File: config.mk
export PLATFORM = sky130hd
export DESIGN_NAME = dot_matrix_bitmap_blitter_unit
export DESIGN_NICKNAME = d
export VERILOG_FILES = /design/src/hdl/dmbb_pkg.sv /design/src/hdl/dmbb_ram.sv /design/src/hdl/dmbb_shift.sv /design/src/hdl/dot_matrix_bitmap_blitter_unit.sv
export SDC_FILE = /design/constraint.sdc
export NUM_CORES = 2
export LEC_CHECK = 0
export BUFFER_PORTS_ARGS = -buffer_cell sky130_fd_sc_hd__buf_4
export CAP_MARGIN = 30
export CORE_MARGIN = 4
export CORE_UTILIZATION = 45
export DETAILED_ROUTE_END_ITERATION = 10
export PLACE_DENSITY_LB_ADDON = 0.05
export RECOVER_POWER = 100
export SLEW_MARGIN = 10
export SYNTH_ARGS = -nofsm -noshare
export SYNTH_HDL_FRONTEND = slang
export SYNTH_SLANG_ARGS = --single-unit
File: constraint.sdc
create_clock -name clk -period 4 [get_ports clk]
set_input_delay 0.4 -clock clk [delete_from_list [all_inputs] [get_ports clk]]
set_output_delay 0.4 -clock clk [all_outputs]
set_load 0.01 [all_outputs]
File: src/hdl/dmbb_pkg.sv
package dmbb_pkg;

  localparam int COLUMNS   = 78;
  localparam int ROWS      = 16;
  localparam int MAX_CHARS = 200;

  localparam int COL_AW = $clog2(COLUMNS);
  localparam int ROW_IW = $clog2(ROWS);
  localparam int CUR_XW = $clog2(COLUMNS + 1);
  localparam int CUR_YW = $clog2(ROWS + 1);
  localparam int XC_W   = 8;
  localparam int YC_W   = 6;
  localparam int DOT_XW = 9;
  localparam int DOT_YW = 6;
  localparam int BYTE_W = 8;
  localparam int SPAN_W = 4;
  localparam int OFF_W  = 3;
  localparam int CNT_W  = 8;
  localparam int CFG_IW = 3;
  localparam int CFG_DW = 7;
  localparam int OUT_BITS_W = 16;

  typedef enum logic [CFG_IW-1:0] {
    REG_X_OFFSET = 3'd0,
    REG_Y_OFFSET = 3'd1,
    REG_COLOR    = 3'd2,
    REG_WIDTH    = 3'd3,
    REG_HEIGHT   = 3'd4
  } cfg_reg_t;

  typedef enum logic [2:0] {
    FN_CLEAR = 3'd0,
    FN_SET   = 3'd1,
    FN_START = 3'd2,
    FN_HEX   = 3'd3,
    FN_READ  = 3'd4
  } func_t;

  typedef enum logic [3:0] {
    S_IDLE,
    S_EXEC,
    S_RD_OUT,
    S_ALIGN,
    S_PIX,
    S_WRITE,
    S_ADV,
    S_DONE
  } state_t;

  typedef struct packed {
    logic load;
    logic step;
  } shift_ctrl_t;

  typedef struct packed {
    logic             bit_out;
    logic [OFF_W-1:0] offset;
    logic             last;
  } shift_stat_t;

  function automatic logic [3:0] digit_value(input logic [7:0] c);
    logic letter;
    letter = (c >= 8'h61 && c <= 8'h66) || (c >= 8'h41 && c <= 8'h46);
    return letter ? c[3:0] + 4'd9 : c[3:0];
  endfunction

endpackage

File: src/hdl/dmbb_ram.sv
module dmbb_ram #(
  parameter int WIDTH = 16,
  parameter int DEPTH = 78
) (
  input  logic                                  clk,
  input  logic                                  wr_en,
  input  logic [((DEPTH > 1) ? $clog2(DEPTH) : 1)-1:0] wr_addr,
  input  logic [WIDTH-1:0]                      wr_data,
  input  logic                                  rd_en,
  input  logic [((DEPTH > 1) ? $clog2(DEPTH) : 1)-1:0] rd_addr,
  output logic [WIDTH-1:0]                      rd_data
);

  logic [WIDTH-1:0] mem [DEPTH];

  always_ff @(posedge clk) begin
    if (wr_en) begin
      mem[wr_addr] <= wr_data;
    end
    if (rd_en) begin
      rd_data <= mem[rd_addr];
    end
  end

endmodule

File: src/hdl/dmbb_shift.sv
module dmbb_shift import dmbb_pkg::*; (
  input  logic              clk,
  input  logic              rst,
  input  shift_ctrl_t       ctrl,
  input  logic [BYTE_W-1:0] pix_byte,
  input  logic [SPAN_W-1:0] span,
  output shift_stat_t       stat
);

  logic [BYTE_W-1:0] sreg;
  logic [OFF_W-1:0]  off;
  logic [SPAN_W-1:0] left;

  // The leftmost pixel of the span is aligned to the top bit and leaves first.
  always_ff @(posedge clk) begin
    if (rst) begin
      left <= '0;
    end else if (ctrl.load) begin
      sreg <= pix_byte << (SPAN_W'(BYTE_W) - span);
      off  <= '0;
      left <= span;
    end else if (ctrl.step) begin
      sreg <= {sreg[BYTE_W-2:0], 1'b0};
      off  <= off + 1'b1;
      left <= left - 1'b1;
    end
  end

  assign stat.bit_out = sreg[BYTE_W-1];
  assign stat.offset  = off;
  assign stat.last    = (left <= SPAN_W'(1));

endmodule

File: src/hdl/dot_matrix_bitmap_blitter_unit.sv
// One-bit frame buffer for a 78 by 16 dot display, one 16-bit word per column, with
// commands to clear, set a dot, restart a bitmap, feed a hex character of a bitmap and
// read a column. Every accepted item gives exactly one result item. Clear, start
// bitmap, an invalid-size or over-limit hex character, the first digit of a pair and a
// set pixel or read column off the display go from the execute state straight to the result;
// set pixel and read column on the display first pass through a read of the column memory.
// The second digit of a pair draws a byte of up to eight pixels through a shift
// register, one pixel a cycle while no dot is written; each dot that is written stalls
// the shift for a read-modify-write of the column memory.
// Per-column valid bits make clear and reset immediate, so there is no clearing pass.
module dot_matrix_bitmap_blitter_unit import dmbb_pkg::*; (
  input  logic              clk,
  input  logic              rst,
  input  logic              s_tvalid,
  output logic              s_tready,
  // hex_char [7:0], column [14:8], row [19:15], pixel_color [20], zero fill
  input  logic [23:0]       s_tdata,
  // func [2:0]
  input  logic [2:0]        s_tuser,
  output logic              m_tvalid,
  input  logic              m_tready,
  // column_bits [15:0], size_error [16], zero fill
  output logic [23:0]       m_tdata,
  input  logic              cfg_wr_en,
  input  logic [CFG_IW-1:0] cfg_index,
  input  logic [CFG_DW-1:0] cfg_data
);

  state_t state, state_next;

  logic [6:0] x_off;
  logic [4:0] y_off;
  logic       color_cfg;
  logic [6:0] width_cfg;
  logic [4:0] height_cfg;

  logic [2:0] func_q;
  logic [7:0] hex_q;
  logic [6:0] col_q;
  logic [4:0] row_q;
  logic       pcol_q;

  logic [3:0]        high_nib;
  logic              phase;
  logic [CUR_XW-1:0] cur_x;
  logic [CUR_YW-1:0] cur_y;
  logic [CNT_W-1:0]  char_cnt;

  logic [SPAN_W-1:0] span_q;
  logic [DOT_XW-1:0] base_col;
  logic [DOT_YW-1:0] dot_row;
  logic [BYTE_W-1:0] byte_q;
  logic [COL_AW-1:0] addr_q;
  logic [ROW_IW-1:0] bit_q;
  logic              val_q;
  logic              rd_valid_q;

  logic [COLUMNS-1:0] valid;
  logic               fill;

  logic [OUT_BITS_W-1:0] res_bits;
  logic                  res_err;

  logic              rd_en;
  logic [COL_AW-1:0] rd_addr;
  logic [ROWS-1:0]   rd_data;
  logic              wr_en;
  logic [ROWS-1:0]   cur_word;
  logic [ROWS-1:0]   word_mod;

  shift_ctrl_t shift_ctrl;
  shift_stat_t shift_stat;

  logic              size_ok;
  logic              cnt_ok;
  logic              set_on;
  logic              read_on;
  logic [3:0]        nib;
  logic              x_wrap;
  logic [YC_W-1:0]   y_inc;
  logic [CUR_YW-1:0] y_adj;
  logic [CUR_XW-1:0] x_adj;
  logic [XC_W-1:0]   x_rem;
  logic [SPAN_W-1:0] span_calc;
  logic [XC_W-1:0]   x_sum;
  logic [YC_W-1:0]   y_next;
  logic [DOT_XW-1:0] pix_col;
  logic              pix_on;
  logic              accept;

  assign accept  = s_tvalid && s_tready;
  assign s_tready = (state == S_IDLE);

  assign size_ok = (width_cfg != '0) && (XC_W'(width_cfg) <= XC_W'(COLUMNS)) &&
                   (height_cfg != '0) && (YC_W'(height_cfg) <= YC_W'(ROWS));
  assign cnt_ok  = char_cnt < CNT_W'(MAX_CHARS);
  assign set_on  = (XC_W'(col_q) < XC_W'(COLUMNS)) && (YC_W'(row_q) < YC_W'(ROWS));
  assign read_on = XC_W'(col_q) < XC_W'(COLUMNS);
  assign nib     = digit_value(hex_q);

  assign x_wrap = XC_W'(cur_x) >= XC_W'(width_cfg);
  assign y_inc  = x_wrap ? YC_W'(cur_y) + YC_W'(1) : YC_W'(cur_y);
  assign y_adj  = (y_inc >= YC_W'(height_cfg)) ? '0 : CUR_YW'(y_inc);
  assign x_adj  = x_wrap ? '0 : cur_x;

  assign x_rem     = XC_W'(width_cfg) - XC_W'(cur_x);
  assign span_calc = (x_rem > XC_W'(BYTE_W)) ? SPAN_W'(BYTE_W) : SPAN_W'(x_rem);
  assign x_sum     = XC_W'(cur_x) + XC_W'(span_q);
  assign y_next    = YC_W'(cur_y) + YC_W'(1);

  assign pix_col = base_col + DOT_XW'(shift_stat.offset);
  assign pix_on  = (pix_col < DOT_XW'(COLUMNS)) && (dot_row < DOT_YW'(ROWS));

  assign rd_addr  = (state == S_PIX) ? pix_col[COL_AW-1:0] : col_q[COL_AW-1:0];
  assign cur_word = rd_valid_q ? rd_data : {ROWS{fill}};

  always_comb begin
    word_mod        = cur_word;
    word_mod[bit_q] = val_q;
  end

  always_ff @(posedge clk) begin
    if (rst) begin
      state <= S_IDLE;
    end else begin
      state <= state_next;
    end
  end

  always_comb begin
    state_next = state;
    rd_en      = 1'b0;
    wr_en      = 1'b0;
    shift_ctrl = '0;
    case (state)
      S_IDLE: begin
        if (accept) begin
          state_next = S_EXEC;
        end
      end
      S_EXEC: begin
        state_next = S_DONE;
        case (func_q)
          FN_SET: begin
            if (set_on) begin
              rd_en      = 1'b1;
              state_next = S_WRITE;
            end
          end
          FN_HEX: begin
            if (size_ok && cnt_ok && phase) begin
              state_next = S_ALIGN;
            end
          end
          FN_READ: begin
            if (read_on) begin
              rd_en      = 1'b1;
              state_next = S_RD_OUT;
            end
          end
          default: state_next = S_DONE;
        endcase
      end
      S_RD_OUT: state_next = S_DONE;
      S_ALIGN: begin
        shift_ctrl.load = 1'b1;
        state_next      = S_PIX;
      end
      S_PIX: begin
        if (shift_stat.bit_out && pix_on) begin
          rd_en      = 1'b1;
          state_next = S_WRITE;
        end else if (shift_stat.last) begin
          state_next = S_ADV;
        end else begin
          shift_ctrl.step = 1'b1;
        end
      end
      S_WRITE: begin
        wr_en = 1'b1;
        if (func_q == FN_SET) begin
          state_next = S_DONE;
        end else if (shift_stat.last) begin
          state_next = S_ADV;
        end else begin
          shift_ctrl.step = 1'b1;
          state_next      = S_PIX;
        end
      end
      S_ADV: state_next = S_DONE;
      S_DONE: begin
        if (!m_tvalid || m_tready) begin
          state_next = S_IDLE;
        end
      end
      default: state_next = S_IDLE;
    endcase
  end

  always_ff @(posedge clk) begin
    if (rst) begin
      x_off      <= '0;
      y_off      <= '0;
      color_cfg  <= 1'b1;
      width_cfg  <= 7'd8;
      height_cfg <= 5'd8;
    end else if (cfg_wr_en) begin
      case (cfg_index)
        REG_X_OFFSET: x_off      <= cfg_data[6:0];
        REG_Y_OFFSET: y_off      <= cfg_data[4:0];
        REG_COLOR:    color_cfg  <= cfg_data[0];
        REG_WIDTH:    width_cfg  <= cfg_data[6:0];
        REG_HEIGHT:   height_cfg <= cfg_data[4:0];
        default: ;
      endcase
    end
  end

  always_ff @(posedge clk) begin
    if (accept) begin
      func_q <= s_tuser;
      hex_q  <= s_tdata[7:0];
      col_q  <= s_tdata[14:8];
      row_q  <= s_tdata[19:15];
      pcol_q <= s_tdata[20];
    end
    if (rd_en) begin
      rd_valid_q <= valid[rd_addr];
    end
  end

  always_ff @(posedge clk) begin
    if (rst) begin
      high_nib <= '0;
      phase    <= 1'b0;
      cur_x    <= '0;
      cur_y    <= '0;
      char_cnt <= '0;
      valid    <= '0;
      fill     <= 1'b0;
    end else begin
      case (state)
        S_EXEC: begin
          res_bits <= '0;
          res_err  <= (func_q == FN_HEX) && !size_ok;
          case (func_q)
            FN_CLEAR: begin
              valid <= '0;
              fill  <= pcol_q;
            end
            FN_SET: begin
              addr_q <= col_q[COL_AW-1:0];
              bit_q  <= row_q[ROW_IW-1:0];
              val_q  <= pcol_q;
            end
            FN_START: begin
              high_nib <= '0;
              phase    <= 1'b0;
              cur_x    <= '0;
              cur_y    <= '0;
              char_cnt <= '0;
            end
            FN_HEX: begin
              if (size_ok && cnt_ok) begin
                char_cnt <= char_cnt + 1'b1;
                if (!phase) begin
                  high_nib <= nib;
                  phase    <= 1'b1;
                end else begin
                  phase  <= 1'b0;
                  byte_q <= {high_nib, nib};
                  cur_x  <= x_adj;
                  cur_y  <= y_adj;
                end
              end
            end
            default: ;
          endcase
        end
        S_RD_OUT: res_bits <= OUT_BITS_W'(cur_word);
        S_ALIGN: begin
          span_q   <= span_calc;
          base_col <= DOT_XW'(x_off) + DOT_XW'(cur_x);
          dot_row  <= DOT_YW'(y_off) + DOT_YW'(cur_y);
        end
        S_PIX: begin
          addr_q <= pix_col[COL_AW-1:0];
          bit_q  <= dot_row[ROW_IW-1:0];
          val_q  <= color_cfg;
        end
        S_WRITE: valid[addr_q] <= 1'b1;
        S_ADV: begin
          if (x_sum >= XC_W'(width_cfg)) begin
            cur_x <= '0;
            cur_y <= (y_next >= YC_W'(height_cfg)) ? '0 : CUR_YW'(y_next);
          end else begin
            cur_x <= CUR_XW'(x_sum);
          end
        end
        default: ;
      endcase
    end
  end

  always_ff @(posedge clk) begin
    if (rst) begin
      m_tvalid <= 1'b0;
    end else if (state == S_DONE && (!m_tvalid || m_tready)) begin
      m_tvalid <= 1'b1;
      m_tdata  <= {7'd0, res_err, res_bits};
    end else if (m_tready) begin
      m_tvalid <= 1'b0;
    end
  end

  dmbb_ram #(
    .WIDTH (ROWS),
    .DEPTH (COLUMNS)
  ) u_frame (
    .clk     (clk),
    .wr_en   (wr_en),
    .wr_addr (addr_q),
    .wr_data (word_mod),
    .rd_en   (rd_en),
    .rd_addr (rd_addr),
    .rd_data (rd_data)
  );

  dmbb_shift u_shift (
    .clk      (clk),
    .rst      (rst),
    .ctrl     (shift_ctrl),
    .pix_byte (byte_q),
    .span     (span_calc),
    .stat     (shift_stat)
  );

endmodule

==> results_dict.tcl <==
set metrics [dict create \
    synth_flop_cell "edfxtp_1" \
    dp_slack_ps -51.0 \
    slowest_stage "a221oi_2" \
    layout.cells.non_filler 6730 \
    initial_core_util_pct 45.3 \
    setup_ws_ps 96.9 \
    die_y_um 377 \
    arrival_ps 4430 \
    cts_max_level 4 \
    routed_wl_mm 173 \
    grt_pass1_wl_mm 253 \
    critical_path_buf_inv_count 3 \
    path_class "flop to flop" \
    fmax_ghz 0.256 \
    hpwl_mm 107 \
    final_area_sq_mm 0.0718 \
    gp_congestion 0.814 \
    yosys_register_bits 1509 \
    cap_violations 1 \
    drtIter0Drc 3415 \
    crit_path_max_fanout 11 \
    timing.final.crit_share_pct 97.6 \
    fp.dieW_um 377 \
    syn_area_sq_mm 0.0613 \
    vias 38222 \
    nets 4904 \
    critical_path.top_delay_family "compound AO/OA/AOI/OAI gates" \
    crit_path_end_kind "flop" \
    peakVddDrop_v 0.000392 \
    rows 135 \
    final-setup-viol-count 0 \
    clk_pin_slew_worst_paths_ps 60 \
    tightest_slew_ps 2640 \
    place_area_sq_mm 0.0661 \
    die_area_sq_mm 0.142 \
    fp.coreArea_sq_mm 0.135 \
    utilization_pct 53.0 \
    period_needed_ps 3900 \
    port_buffers 57 \
    syn-mean-instance-area_sq_um 13.8 \
    outcome "finished with violations" \
    cts_buffer_depth 3 \
    fill_cells 11472 \
    floorplan.io_pins 68 \
    syn_to_final_growth_pct 17.1 \
    ant_nets 0 \
    drv_slew 54 \
    grt_max_degree 82 \
    hold_ws_ps 76.6 \
    cts_root_buffer "clkbuf_16" \
    skew_ps 31.2 \
    synth_cell_types 84 \
    power_density_mw_per_mm2 645 \
    max_stage_delay_ps 520 \
    max-slew-margin-rel_pct -76.0 \
    drive_gt1_share_pct 16.7 \
    violations "capacitance limit, slew limit" \
    synth_edf_count 1372 \
    antenna_found_initial 6 \
    wl_per_cell_um 25.8 \
    clock_latency_ps 790 \
    holdCritPathClass "input port to flop" \
    register_area_sq_mm 0.0439 \
    cts_tree "done" \
    crit_chain "ha_1 > inv_1 > fa_1 > xnor2_1 > mux2i_4 > o21ai_0 > buf_4 > nor3_2 > buf_4 > a221oi_2 > nand4_1 > o32ai_1 > o31ai_1" \
    drc 0 \
    first_pass_iters 5 \
    cts_inserted_buffers 161 \
    yosysWarnings 0 \
    async_flop_share_pct 0 \
    crit_top_cell "buf_4" \
    cts_sinks 1509 \
    routed_via_density 5.68 \
    seq_area_frac_synth_pct 71.7 \
    worstPathRequired_ps 4520 \
    p_leak_nw 24.9 \
    finalHoldViolCount 0 \
    dp.cells 6378 \
    rsz0062_at_grt "true" \
    syn-instance-count 4439 \
    grt.total_usage_pct 24.2 \
    overflow 0 \
    multi_input_area_sq_mm 0.0162 \
    grt_pass1_vias 36947 \
    critPathLaunchType "flop" \
]
worst register-to-register path: stages, from the launching register on:
cell	delay [ps]
edfxtp_1	380
ha_1	200
inv_1	60
fa_1	400
xnor2_1	360
mux2i_4	160
o21ai_0	230
buf_4	230
nor3_2	80
buf_4	210
a221oi_2	530
nand4_1	450
o32ai_1	280
o31ai_1	100
synthesized netlist by cell type, types with 14 or more instances:
| cell type | number | area share, % |
|---|---|---|
| a311oi_1 | 92 | 1.3 |
| a22oi_1 | 18 | 0.22 |
| buf_4 | 30 | 0.37 |
| clkbuf_1 | 113 | 0.69 |
| a32oi_1 | 14 | 0.20 |
| o21ai_0 | 55 | 0.45 |
| nand4_1 | 44 | 0.45 |
| nand2b_1 | 20 | 0.20 |
| xnor2_1 | 27 | 0.39 |
| o21a_1 | 80 | 0.98 |
| o22ai_1 | 62 | 0.63 |
| o31ai_1 | 14 | 0.17 |
| buf_1 | 14 | 0.086 |
| mux2i_1 | 51 | 0.83 |
| edfxtp_1 | 1372 | 67 |
| ha_1 | 53 | 1.1 |
| mux2_2 | 38 | 0.70 |
| nand3_1 | 165 | 1.3 |
| a21oi_1 | 251 | 2.0 |
| mux4_2 | 81 | 3.0 |
| a21o_1 | 18 | 0.22 |
| inv_1 | 52 | 0.32 |
| dfxtp_1 | 137 | 4.5 |
| buf_2 | 96 | 0.78 |
| nand2_1 | 934 | 5.7 |
| nor2_1 | 228 | 1.4 |
| nor3_1 | 21 | 0.17 |
| and3_1 | 87 | 0.89 |
| nor2b_1 | 28 | 0.29 |
| a31oi_1 | 29 | 0.30 |
| o211ai_1 | 14 | 0.17 |
worst paths after layout:
path | from | endpoint | slack [ps] | cells after the start
setup / recovery | u_shift.off[0] | u_frame.rd_data[6] | 100 | 13
hold reg to reg | res_bits[4] | m_tdata[4] | 420 | 0
setup reg to reg | u_shift.off[0] | u_frame.rd_data[6] | 100 | 13
hold / removal | cfg_index[0] | color_cfg | 80 | 4
cell families (layout without fill, tap and decap cells):
logic type / count (synthesis) / in the layout / synth area share (%)
and+or+nand+nor: 1584 / 1584 / 11.2
DFF: 1509 / 1509 / 71.7
AOI/OAI and AO/OA: 752 / 752 / 8.21
buffers and inverters: 316 / 815 / 2.39
muxes: 182 / 182 / 4.78
adders and majority gates: 58 / 58 / 1.24
xor gates and xnor gates: 37 / 37 / 0.528
other: 1 / 12 / 0.00612
layout by cell type, fill, tap and decap left out, types with 33 or more instances in the layout:
master / instances
a311oi_1: 92
mux4_2: 81
nand2_1: 934
nand4_1: 44
edfxtp_1: 1372
mux2_2: 37
nor2_1: 206
clkbuf_16: 167
dfxtp_1: 137
and3_1: 87
o22ai_1: 61
buf_12: 44
mux2i_1: 50
nand3_1: 164
clkbuf_1: 61
o21ai_0: 51
dlygate4sd3_1: 33
buf_4: 344
o21a_1: 80
a21oi_1: 243
inv_1: 52
ha_1: 53
sequential cells by signal, summed over array words and instances (netlist names), 8 cells and up:
| name | count |
|---|---|
| u_frame.mem | 1248 |
| res_bits | 16 |
| u_shift.sreg | 8 |
| u_frame.rd_data | 16 |
| base_col | 8 |
| m_tdata | 17 |
| byte_q | 8 |
| char_cnt | 8 |
| hex_q | 8 |
| valid | 78 |
stage by stage:
stage / setup TNS [ps] / power (mW)
after floorplan: 0 / 25.9
after global placement: -6.92 / 32.0
after detailed placement: -85.7 / 32.1
after CTS: -17.8 / 46.5
after global routing: -174 / 48.3
final: 0 / 46.3
per-layer routing:
| metal | share of wire (%) | vias up | global-route usage, % |
|---|---|---|---|
| li1 | - | 17466 | - |
| met1 | 45 | 19350 | 34.8 |
| met2 | 45 | 1178 | 37.2 |
| met3 | 7.5 | 228 | 5.59 |
| met4 | 2.2 | 0 | 6.52 |
| met5 | 0 | - | 0 |
power breakdown:
part	total (mW)	switching (mW)	internal, mW
clock network	14.4	6.15	8.22
logic	13.7	8.93	4.78
registers	18.2	0.186	18.1
total	46.3	15.3	31.1
what timing repair did:
item / CTS / global route
hold buffers: 33 / 0
setup endpoints to repair: 2 / 12
pin swaps: 1 / 3
gates resized for setup: 2 / 12
gates cloned: 0 / 1
hold endpoints to repair: 52 / 0
buffers inserted: 0 / 4
cell type report:
| type | instances | share of cell area, % |
|---|---|---|
| clock buffer | 233 | 6.32 |
| timing repair inverter | 1 | 0.0122 |
| timing repair buffer | 454 | 5.68 |
| sequential | 1509 | 61.2 |
| inverter | 57 | 0.349 |
| antenna | 5 | 0.0174 |
| multi-input combinational | 2620 | 22.5 |
| tap | 1781 | 3.10 |
| clock inverter | 70 | 0.751 |
Power figures use the tool's default switching activity.
